<file path="src/pb_pkg.sv">
package pb_pkg;

  // largest packet, literal or run
  localparam int MAX_PACKET_DEF = 128;

  // command queue between front and back
  localparam int Q_DEPTH = 4;

  typedef logic [7:0] data_t;
  typedef logic [7:0] len_t;

  // packet kinds handed from front to back
  typedef enum logic [1:0] {
    CMD_RUN,
    CMD_LIT_BYTE,
    CMD_LIT_BANK
  } cmd_kind_t;

  // one packet to be written out
  typedef struct packed {
    cmd_kind_t kind;
    len_t      len;
    data_t     data;
    logic      bank;
    logic      end_item;
    logic      eos;
  } cmd_t;

  // commands produced by one input transfer
  typedef struct packed {
    logic [1:0] n;
    cmd_t       c0;
    cmd_t       c1;
  } push_t;

  // literal store write port
  typedef struct packed {
    logic  en;
    logic  bank;
    len_t  idx;
    data_t data;
  } wr_t;

  // bank handed back once its literal is sent
  typedef struct packed {
    logic valid;
    logic bank;
  } rel_t;

endpackage

</file>
<file path="src/pb_if.sv">
interface pb_in_if;
  logic       valid;
  logic       ready;
  logic [7:0] data_byte;
  logic       end_of_stream;

  modport source (output valid, data_byte, end_of_stream, input ready);
  modport sink (input valid, data_byte, end_of_stream, output ready);
endinterface

interface pb_out_if;
  logic        valid;
  logic        ready;
  logic [63:0] out_bytes;
  logic [3:0]  byte_count;
  logic        last_of_item;
  logic        stream_done;

  modport source (output valid, out_bytes, byte_count, last_of_item, stream_done,
                  input ready);
  modport sink (input valid, out_bytes, byte_count, last_of_item, stream_done,
                output ready);
endinterface

</file>
<file path="src/pb_front.sv">
module pb_front #(
  parameter int MAX_PACKET = pb_pkg::MAX_PACKET_DEF
) (
  input  logic          clk,
  input  logic          rst,
  pb_in_if.sink         din,
  input  logic          q_room,
  input  pb_pkg::rel_t  rel,
  output pb_pkg::push_t push,
  output pb_pkg::wr_t   wr
);

  localparam pb_pkg::len_t MaxLen = pb_pkg::len_t'(MAX_PACKET);

  logic         pend_run;
  pb_pkg::len_t pend_len;
  pb_pkg::data_t prev;
  logic         wr_bank;
  logic [1:0]   busy;

  pb_pkg::data_t b;
  logic          eos;
  logic          h0;
  logic          hand;
  logic          hand2;
  logic          need_bank;
  logic          nrun;
  pb_pkg::len_t  nlen;
  logic          wbank;
  pb_pkg::cmd_t  c0;
  pb_pkg::cmd_t  fl;
  pb_pkg::wr_t   wr_c;
  logic          accept;
  logic [1:0]    busy_next;

  assign b   = din.data_byte;
  assign eos = din.end_of_stream;

  // classify the byte against the pending packet
  always_comb begin
    h0    = 1'b0;
    hand  = 1'b0;
    nrun  = pend_run;
    nlen  = pend_len;
    wbank = wr_bank;
    c0    = '{kind: pb_pkg::CMD_RUN, len: pend_len, data: prev, bank: wr_bank,
              end_item: 1'b0, eos: 1'b0};
    wr_c  = '{en: 1'b0, bank: wr_bank, idx: '0, data: b};
    if (pend_len == '0) begin
      nlen    = 8'd1;
      nrun    = 1'b0;
      wr_c.en = 1'b1;
    end else if (pend_len >= MaxLen) begin
      h0     = 1'b1;
      hand   = !pend_run;
      if (!pend_run) begin
        c0.kind = pb_pkg::CMD_LIT_BANK;
      end
      nlen      = 8'd1;
      nrun      = 1'b0;
      wbank     = wr_bank ^ !pend_run;
      wr_c.en   = 1'b1;
      wr_c.bank = wr_bank ^ !pend_run;
    end else if (b == prev) begin
      if (pend_run) begin
        nlen = pend_len + 8'd1;
      end else begin
        if (pend_len >= 8'd2) begin
          h0      = 1'b1;
          hand    = 1'b1;
          c0.kind = pb_pkg::CMD_LIT_BANK;
          c0.len  = pend_len - 8'd1;
          wbank   = !wr_bank;
        end
        nlen = 8'd2;
        nrun = 1'b1;
      end
    end else begin
      if (pend_run) begin
        h0      = 1'b1;
        nlen    = 8'd1;
        nrun    = 1'b0;
        wr_c.en = 1'b1;
      end else begin
        wr_c.en  = 1'b1;
        wr_c.idx = pend_len;
        nlen     = pend_len + 8'd1;
      end
    end
  end

  // store write only on an accepted transfer
  assign wr = '{en: wr_c.en && accept, bank: wr_c.bank, idx: wr_c.idx, data: wr_c.data};

  // end-of-stream flush of whatever is pending afterwards
  always_comb begin
    fl = '{kind: pb_pkg::CMD_RUN, len: nlen, data: b, bank: wbank,
           end_item: 1'b1, eos: 1'b1};
    if (!nrun) begin
      fl.kind = (nlen == 8'd1) ? pb_pkg::CMD_LIT_BYTE : pb_pkg::CMD_LIT_BANK;
    end
    hand2 = eos && !nrun && (nlen >= 8'd2);
  end

  assign need_bank = hand || hand2;
  assign din.ready = q_room && (!need_bank || !busy[!wr_bank]);
  assign accept    = din.valid && din.ready;

  // commands for the queue
  always_comb begin
    push.c0 = c0;
    push.c1 = fl;
    push.n  = 2'd0;
    if (accept) begin
      if (h0 && eos) begin
        push.n = 2'd2;
      end else if (h0) begin
        push.n           = 2'd1;
        push.c0.end_item = 1'b1;
      end else if (eos) begin
        push.n  = 2'd1;
        push.c0 = fl;
      end
    end
  end

  // bank ownership
  always_comb begin
    busy_next = busy;
    if (rel.valid) begin
      busy_next[rel.bank] = 1'b0;
    end
    if (accept && need_bank) begin
      busy_next[wr_bank] = 1'b1;
    end
  end

  // pending packet state
  always_ff @(posedge clk) begin
    if (rst) begin
      pend_run <= 1'b0;
      pend_len <= '0;
      prev     <= '0;
      wr_bank  <= 1'b0;
      busy     <= '0;
    end else begin
      busy <= busy_next;
      if (accept) begin
        pend_run <= eos ? 1'b0 : nrun;
        pend_len <= eos ? '0 : nlen;
        prev     <= b;
        wr_bank  <= wr_bank ^ need_bank;
      end
    end
  end

`ifndef ASSERT_OFF
  a_len_bound: assert property (@(posedge clk) disable iff (rst) pend_len <= MaxLen)
    else $error("pending length beyond packet limit");
  a_run_len: assert property (@(posedge clk) disable iff (rst) pend_run |-> pend_len >= 8'd2)
    else $error("run pending with fewer than two bytes");
  a_bank_own: assert property (@(posedge clk) disable iff (rst) !busy[wr_bank])
    else $error("front writing into a bank still being sent");
`endif

endmodule

</file>
<file path="src/pb_cmd_queue.sv">
module pb_cmd_queue (
  input  logic          clk,
  input  logic          rst,
  input  pb_pkg::push_t push,
  input  logic          pop,
  output logic          room,
  output logic          head_valid,
  output pb_pkg::cmd_t  head
);

  localparam int PtrW = $clog2(pb_pkg::Q_DEPTH);
  localparam int CntW = $clog2(pb_pkg::Q_DEPTH + 1);

  pb_pkg::cmd_t q [pb_pkg::Q_DEPTH];
  logic [PtrW-1:0] wp;
  logic [PtrW-1:0] rp;
  logic [CntW-1:0] count;

  assign room       = count <= CntW'(pb_pkg::Q_DEPTH - 2);
  assign head_valid = count != '0;
  assign head       = q[rp];

  // entry storage
  always_ff @(posedge clk) begin
    if (push.n != 2'd0) begin
      q[wp] <= push.c0;
    end
    if (push.n == 2'd2) begin
      q[wp + PtrW'(1)] <= push.c1;
    end
  end

  // pointers and fill level
  always_ff @(posedge clk) begin
    if (rst) begin
      wp    <= '0;
      rp    <= '0;
      count <= '0;
    end else begin
      wp    <= wp + PtrW'(push.n);
      rp    <= rp + PtrW'(pop);
      count <= count + CntW'(push.n) - CntW'(pop);
    end
  end

`ifndef ASSERT_OFF
  a_no_overflow: assert property (@(posedge clk) disable iff (rst)
    push.n != 2'd0 |-> count <= CntW'(pb_pkg::Q_DEPTH - 2))
    else $error("command pushed without room");
`endif

endmodule

</file>
<file path="src/pb_back.sv">
module pb_back #(
  parameter int MAX_PACKET = pb_pkg::MAX_PACKET_DEF
) (
  input  logic         clk,
  input  logic         rst,
  input  pb_pkg::wr_t  wr,
  input  logic         head_valid,
  input  pb_pkg::cmd_t head,
  output logic         pop,
  output pb_pkg::rel_t rel,
  pb_out_if.source     dout
);

  localparam int IdxW  = (MAX_PACKET > 1) ? $clog2(MAX_PACKET) : 1;
  localparam int Depth = 2 * (2 ** IdxW);

  typedef enum logic {
    B_HEAD,
    B_BODY
  } state_t;

  state_t          state;
  logic [IdxW-1:0] idx;
  logic [63:0]     acc;
  logic [2:0]      acc_cnt;
  logic            out_valid;
  logic [63:0]     out_bytes;
  logic [3:0]      byte_count;
  logic            last_of_item;
  logic            stream_done;

  pb_pkg::data_t   mem [Depth];
  pb_pkg::data_t   rd_data;
  logic            rd_en;
  logic [IdxW:0]   rd_addr;

  pb_pkg::data_t hdr;
  pb_pkg::data_t cur;
  logic          is_bank;
  logic          byte_v;
  logic          cmd_last;
  logic          item_end;
  logic          word_end;
  logic          out_free;
  logic          go;
  logic [63:0]   acc_ins;

  // literal store, two banks
  always_ff @(posedge clk) begin
    if (wr.en) begin
      mem[{wr.bank, wr.idx[IdxW-1:0]}] <= wr.data;
    end
    if (rd_en) begin
      rd_data <= mem[rd_addr];
    end
  end

  // byte selection for the current packet
  always_comb begin
    is_bank  = head.kind == pb_pkg::CMD_LIT_BANK;
    hdr      = (head.kind == pb_pkg::CMD_RUN) ? (8'd1 - head.len) : (head.len - 8'd1);
    byte_v   = (state == B_HEAD) ? head_valid : 1'b1;
    cur      = (state == B_HEAD) ? hdr : (is_bank ? rd_data : head.data);
    cmd_last = (state == B_BODY) && (!is_bank || (pb_pkg::len_t'(idx) == head.len - 8'd1));
    item_end = cmd_last && head.end_item;
    word_end = (acc_cnt == 3'd7) || item_end;
    out_free = !out_valid || dout.ready;
    go       = byte_v && (!word_end || out_free);
    acc_ins  = acc | (64'(cur) << {acc_cnt, 3'b000});
  end

  // store reads and command retire
  always_comb begin
    rd_en     = go && is_bank && ((state == B_HEAD) || !cmd_last);
    rd_addr   = {head.bank, (state == B_HEAD) ? IdxW'(0) : idx + IdxW'(1)};
    pop       = go && cmd_last;
    rel.valid = pop && is_bank;
    rel.bank  = head.bank;
  end

  // sequencer, packing and output register
  always_ff @(posedge clk) begin
    if (rst) begin
      state     <= B_HEAD;
      idx       <= '0;
      acc       <= '0;
      acc_cnt   <= '0;
      out_valid <= 1'b0;
    end else begin
      if (dout.ready) begin
        out_valid <= 1'b0;
      end
      if (go) begin
        if (word_end) begin
          out_valid    <= 1'b1;
          out_bytes    <= acc_ins;
          byte_count   <= {1'b0, acc_cnt} + 4'd1;
          last_of_item <= item_end;
          stream_done  <= item_end && head.eos;
          acc          <= '0;
          acc_cnt      <= '0;
        end else begin
          acc     <= acc_ins;
          acc_cnt <= acc_cnt + 3'd1;
        end
        if (state == B_HEAD) begin
          state <= B_BODY;
          idx   <= '0;
        end else if (cmd_last) begin
          state <= B_HEAD;
        end else begin
          idx <= idx + IdxW'(1);
        end
      end
    end
  end

  assign dout.valid        = out_valid;
  assign dout.out_bytes    = out_bytes;
  assign dout.byte_count   = byte_count;
  assign dout.last_of_item = last_of_item;
  assign dout.stream_done  = stream_done;

`ifndef ASSERT_OFF
  a_body_has_cmd: assert property (@(posedge clk) disable iff (rst)
    state == B_BODY |-> head_valid)
    else $error("packet body with no command at queue head");
`endif

endmodule

</file>
<file path="src/packbits_encoder.sv">
// PackBits run-length encoder, streaming.
// din takes one raw byte per transfer with an end-of-stream flag; dout gives
// result words of up to eight encoded bytes, first byte in bits 7:0, with a
// byte count, a last-of-item flag and a stream-done flag. An input that only
// grows the pending packet yields no word at all.
// The front classifies each byte against the pending packet combinationally
// and takes a byte every cycle while the four-entry command queue has room
// for two packets and, when a literal is handed over, the other store bank
// is free. The back sends one encoded byte per cycle unless a finished word
// waits on a stalled output register: a packet's header, then its stored
// bytes or the run byte; its speed sets the sustained rate. With the back
// idle, the first word of a packet passes from the queue through the packing
// accumulator into the output register; a word holds at most eight bytes.
// Reset (rst, synchronous) clears the pending packet, the queue and the
// output register; the literal store holds no valid data until written.
// When dout stalls, the output register holds its word, the back pauses,
// the queue fills and din then drops ready; no transfer is lost.
module packbits_encoder #(
  parameter int MAX_PACKET = pb_pkg::MAX_PACKET_DEF
) (
  input logic      clk,
  input logic      rst,
  pb_in_if.sink    din,
  pb_out_if.source dout
);

  pb_pkg::push_t push;
  pb_pkg::wr_t   wr;
  pb_pkg::rel_t  rel;
  pb_pkg::cmd_t  head;
  logic          head_valid;
  logic          room;
  logic          pop;

  pb_front #(.MAX_PACKET(MAX_PACKET)) u_front (
    .clk    (clk),
    .rst    (rst),
    .din    (din),
    .q_room (room),
    .rel    (rel),
    .push   (push),
    .wr     (wr)
  );

  pb_cmd_queue u_queue (
    .clk        (clk),
    .rst        (rst),
    .push       (push),
    .pop        (pop),
    .room       (room),
    .head_valid (head_valid),
    .head       (head)
  );

  pb_back #(.MAX_PACKET(MAX_PACKET)) u_back (
    .clk        (clk),
    .rst        (rst),
    .wr         (wr),
    .head_valid (head_valid),
    .head       (head),
    .pop        (pop),
    .rel        (rel),
    .dout       (dout)
  );

endmodule

</file>
<file path="src/flat_wrapper.sv">
// flat-port wrapper written by rule: the top's interface ports become plain ports
module packbits_encoder_flat 
#(
  parameter int MAX_PACKET = pb_pkg::MAX_PACKET_DEF
)
  (clk, rst, din_valid, din_data_byte, din_end_of_stream, din_ready, dout_valid, dout_out_bytes, dout_byte_count, dout_last_of_item, dout_stream_done, dout_ready);
  pb_in_if din_i ();
  pb_out_if dout_i ();
  input logic clk;
  input logic rst;
  input wire logic [$bits(din_i.valid)-1:0] din_valid;
  input wire logic [$bits(din_i.data_byte)-1:0] din_data_byte;
  input wire logic [$bits(din_i.end_of_stream)-1:0] din_end_of_stream;
  output wire logic [$bits(din_i.ready)-1:0] din_ready;
  output wire logic [$bits(dout_i.valid)-1:0] dout_valid;
  output wire logic [$bits(dout_i.out_bytes)-1:0] dout_out_bytes;
  output wire logic [$bits(dout_i.byte_count)-1:0] dout_byte_count;
  output wire logic [$bits(dout_i.last_of_item)-1:0] dout_last_of_item;
  output wire logic [$bits(dout_i.stream_done)-1:0] dout_stream_done;
  input wire logic [$bits(dout_i.ready)-1:0] dout_ready;
  assign din_i.valid = din_valid;
  assign din_i.data_byte = din_data_byte;
  assign din_i.end_of_stream = din_end_of_stream;
  assign din_ready = din_i.ready;
  assign dout_valid = dout_i.valid;
  assign dout_out_bytes = dout_i.out_bytes;
  assign dout_byte_count = dout_i.byte_count;
  assign dout_last_of_item = dout_i.last_of_item;
  assign dout_stream_done = dout_i.stream_done;
  assign dout_i.ready = dout_ready;
  packbits_encoder #(.MAX_PACKET(MAX_PACKET)) u_core (.clk(clk), .rst(rst), .din(din_i), .dout(dout_i));
endmodule
</file>
<file path="config.mk">
export PLATFORM = sky130hd
export DESIGN_NAME = packbits_encoder_flat
export DESIGN_NICKNAME = d
export VERILOG_FILES = /design/src/pb_pkg.sv /design/src/pb_if.sv /design/src/pb_front.sv /design/src/pb_cmd_queue.sv /design/src/pb_back.sv /design/src/packbits_encoder.sv /design/src/flat_wrapper.sv
export SDC_FILE = /design/constraint.sdc
export NUM_CORES = 2
export LEC_CHECK = 0
export ABC_AREA = 1
export BUFFER_PORTS_ARGS = -buffer_cell sky130_fd_sc_hd__buf_2
export CAP_MARGIN = 20
export CORE_MARGIN = 2
export CORE_UTILIZATION = 35
export DETAILED_ROUTE_END_ITERATION = 8
export MAX_ROUTING_LAYER = met4
export PLACE_DENSITY = 0.47
export SETUP_SLACK_MARGIN = 0.4
export SYNTH_ARGS = -nofsm -noshare
export SYNTH_HDL_FRONTEND = slang
export SYNTH_SLANG_ARGS = --single-unit
</file>
<file path="constraint.sdc">
create_clock -name clk -period 7.7 [get_ports clk]
set_input_delay 0.77 -clock clk [delete_from_list [all_inputs] [get_ports clk]]
set_output_delay 0.77 -clock clk [all_outputs]
set_load 0.02 [all_outputs]
</file>
==> metrics.yaml <==
run_status:
  outcome: "completed"
synth:
  ys_ff_latch: 2313
  yosysTopAreaCell: "edfxtp_1"
  synth.top_cell.area_share_pct: 68.9
  syn-cell-area_um2: 95900
  synth.avg_cell_area_um2: 12.7
  synth-main-ff-cell: "edfxtp_1"
  yosysWarnings: 0
  synth_edf_count: 2202
  synth_area_leaders: "edfxtp_1 69%, o211ai_1 4.5%, a21oi_1 4.5%, nor2_1 3.4%, o21ai_0 3.2%"
  synth_cells: 7572
  ys_types: 51
  syn_nets: 7602
  async_flop_share_pct: 0
  ys_seq_area_share_pct: 71.2
min_path:
  hold_end: "u_core.u_back.mem[175][3]$_DFFE_PP_"
  hold-path-cell-count: 1
  min_from: "din_data_byte[3]"
  hold_path_class: "primary input to register"
timing:
  skew_ns: 0.0775
  period_share_pct: 77.4
  worst_pin_slew_ns: 1.18
  period_needed_ns: 5.96
  fmax_ghz: 0.168
  drv_slew: 0
  tns_ns: 0
  setup_viol: 0
  hold_viol: 0
  slew_headroom_pct: 20.5
  rsz0062_at_grt: "no"
critical_path:
  crit_top_cell: "nand2_1"
  cpMaxStageDelayCell: "dfxtp_1"
  cp.required_ns: 8.20
  path_class: "register to register"
  slowest_delay_ns: 0.99
  worstPathMaxFanout: 68
  start_kind: "register"
  cpLargestDelayFamily: "buffers and inverters"
  crit_path_end_kind: "register"
  path_cells: "inv_1 -> a32oi_1 -> inv_1 -> ha_1 -> nand3_1 -> nand2_1 -> nor2_1 -> xnor3_1 -> nand3_1 -> nand2_1 -> nand3_1 -> nand2_1 -> nand2_1 -> nand2_2 -> buf_4 -> nor2_4 -> buf_4"
  timing.rr.start: "u_core.u_queue.rp[1]$_SDFF_PP0_"
  regToRegSetupSlack_ns: 1.74
  crit_arrival_ns: 6.46
  timing.rr.end: "u_core.u_back.dout.out_bytes[47]$_DFFE_PP_"
  cp_num_buf_inv: 4
  reg2regPathDepth: 17
clock_network:
  htreeDepth: 4
  clk_latency_ns: 0.95
  cts_tree: "done"
  clk_pin_slew_worst_paths_ns: 0.06
  cts_hold_buf: 0
  postCtsSetupBuffers: 0
  cts_buffers: 248
  cts.sinks: 2313
  ctsResizeCount: 0
  cts_buffer_depth: 4
  root_buffer: "clkbuf_16"
global_routing:
  grtUsageTotal_pct: 22.0
  grt_pass1_vias: 62400
  grt_overflow: 0
  antenna_found_initial: 8
  grt_pass1_wl_um: 445000
  grt_start_max_net_pins: 184
detailed_routing:
  drt_iter0_markers: 6964
  viasPerCell: 5.79
  drc_errors: 0
  drtPass1Iterations: 6
  via_count: 64800
  wirelength_um: 307000
  routedWlPerCell_um: 27.4
  drtAntennaViolNets: 0
final_layout:
  finalNonFillerCells: 11200
  area_growth_pct: 12.8
  final_cell_mix: "2202 x edfxtp_1, 862 x nor2_1, 856 x a21oi_1"
  fillers: 25600
  layout.core_utilization_pct: 39.6
  layout-drive-gt1-share_pct: 8.90
  final_common_cell: "edfxtp_1"
  final_nets: 7425
power_and_ir_drop:
  sw_frac_of_total_pct: 37.6
  vdd_drop_max_mv: 0.327
  seqPwrFrac_pct: 36.5
  clkPwrFrac_pct: 30.8
  intPower_mw: 24.4
  p_switching_mw: 14.7
  leakagePower_nw: 34.0
  p_comb_share_pct: 32.7
  p_per_area_nw_per_um2: 362
floorplanning:
  rows: 192
  num_io_pins: 85
  dieArea_um2: 278000
  fp.dieH_um: 528
  die_w_um: 528
  core_area_um2: 273000
  floorplan.initialDensity_pct: 35.1
placed_design:
  dp_hpwl_um: 177000
  placed_cells: 10700
  numPortBuffers: 84
  place.gp.congestion: 0.897
job:
  drv_cap: 0
sequential cells by signal, indices dropped and copies added, names as in the netlist, 7 cells and up:
signal and count:
u_core.u_back.mem 2048, u_core.u_queue.q 84, u_core.u_back.acc 64, u_core.u_back.dout.out_bytes 64
u_core.u_back.rd_data 8, u_core.u_front.pend_len 8, u_core.u_front.prev 8, u_core.u_back.idx 7
power groups by stage:
stage / clock network (mW) / registers, mW / logic, mW
finish: 12.0 / 14.3 / 12.8
global route: 12.7 / 14.3 / 13.8
CTS: 12.3 / 14.3 / 12.7
detailed placement: 0 / 14.6 / 12.7
global placement: 0 / 14.6 / 12.7
floorplan: 0 / 14.5 / 8.08
Yosys cell counts, types with 2 or more instances:
master and count:
nor2_2 9, xnor2_1 9, nand3_2 2, or2_2 3, nor4_1 4, a21oi_1 856, nand3_1 225, nand3b_1 2
o22ai_1 3, inv_2 17, edfxtp_1 2202, a32oi_1 2, a32o_1 2, o211ai_1 579, o21ai_1 2, o21ai_0 617
a22oi_1 30, nand2_1 582, ha_1 16, buf_1 43, a31oi_1 5, buf_4 5, o32ai_1 256, nor3_1 27
a211oi_1 8, clkbuf_1 595, o221ai_1 258, inv_1 100, o31ai_1 2, buf_2 28, nor2_1 867, o21bai_1 55
a21o_1 3, nand4_1 13, nand2_2 7, dfxtp_1 111, a31o_2 4, xor2_1 10
kinds of logic after synthesis:
| kind of cell | Yosys count | synth area share (%) |
|---|---|---|
| DFF | 2313 | 71.2 |
| AOI/OAI and AO/OA | 2685 | 17.8 |
| buffers and inverters | 789 | 3.14 |
| xor gates and xnor gates | 20 | 0.197 |
| and+or+nand+nor | 1748 | 7.35 |
| adders and majority gates | 17 | 0.230 |
routing by layer:
metal	vias to the layer above	track usage (%)	part of all wire [%]
met1	33000	30.1	44
met3	475	3.01	6.4
met4	0	6.58	3.1
met2	2470	34.2	47
met5	-	-	0
li1	28900	-	-
cell type report:
class                      instances  area [um^2]  area share (%)
sequential                      2313        68300            63.2
multi-input combinational       4470        24700            22.8
inverter                         118          463           0.428
clock buffer                     296         6560            6.07
antenna                            2         5.00         0.00463
tap                             3589         4490            4.15
clock inverter                   156         1560            1.44
timing repair buffer             244         2050            1.90
per-stage QoR:
stage / worst slack [ns] / hold WS, ns / area, um^2 / power (mW)
final: 1.74 / 0.233 / 108000 / 39.1
after global routing: 1.13 / 0.190 / 108000 / 40.9
after CTS: 1.58 / 0.159 / 108000 / 39.3
after detailed placement: 1.62 / 0.447 / 100000 / 27.2
after global placement: 1.78 / 0.440 / 99900 / 27.2
after floorplan: 1.46 / 0.424 / 95900 / 22.6
worst max path at each step:
stage / startpoint / endpoint / cells past startpoint
after global placement: din_data_byte[2] / u_core.u_back.mem[209][1]$_DFFE_PP_ / 20
final: u_core.u_queue.rp[1]$_SDFF_PP0_ / u_core.u_back.dout.out_bytes[47]$_DFFE_PP_ / 17
after detailed placement: u_core.u_queue.rp[1]$_SDFF_PP0_ / u_core.u_back.dout.out_bytes[47]$_DFFE_PP_ / 17
after CTS: u_core.u_queue.rp[1]$_SDFF_PP0_ / u_core.u_back.dout.out_bytes[47]$_DFFE_PP_ / 17
after floorplan: u_core.u_queue.rp[0]$_SDFF_PP0_ / u_core.u_back.dout.byte_count[0]$_DFFE_PP_ / 20
after global routing: u_core.u_queue.rp[1]$_SDFF_PP0_ / u_core.u_back.dout.out_bytes[15]$_DFFE_PP_ / 21
worst reg2reg max path: cells and delay by family (launching register included):
kind,cells,cell delay (ns)
buf+inv,4,1.87
simple gates,10,1.71
flops,1,0.99
compound gates,1,0.50
fa+ha+maj,1,0.25
xor+xnor,1,0.24
Power figures use the tool's default switching activity.
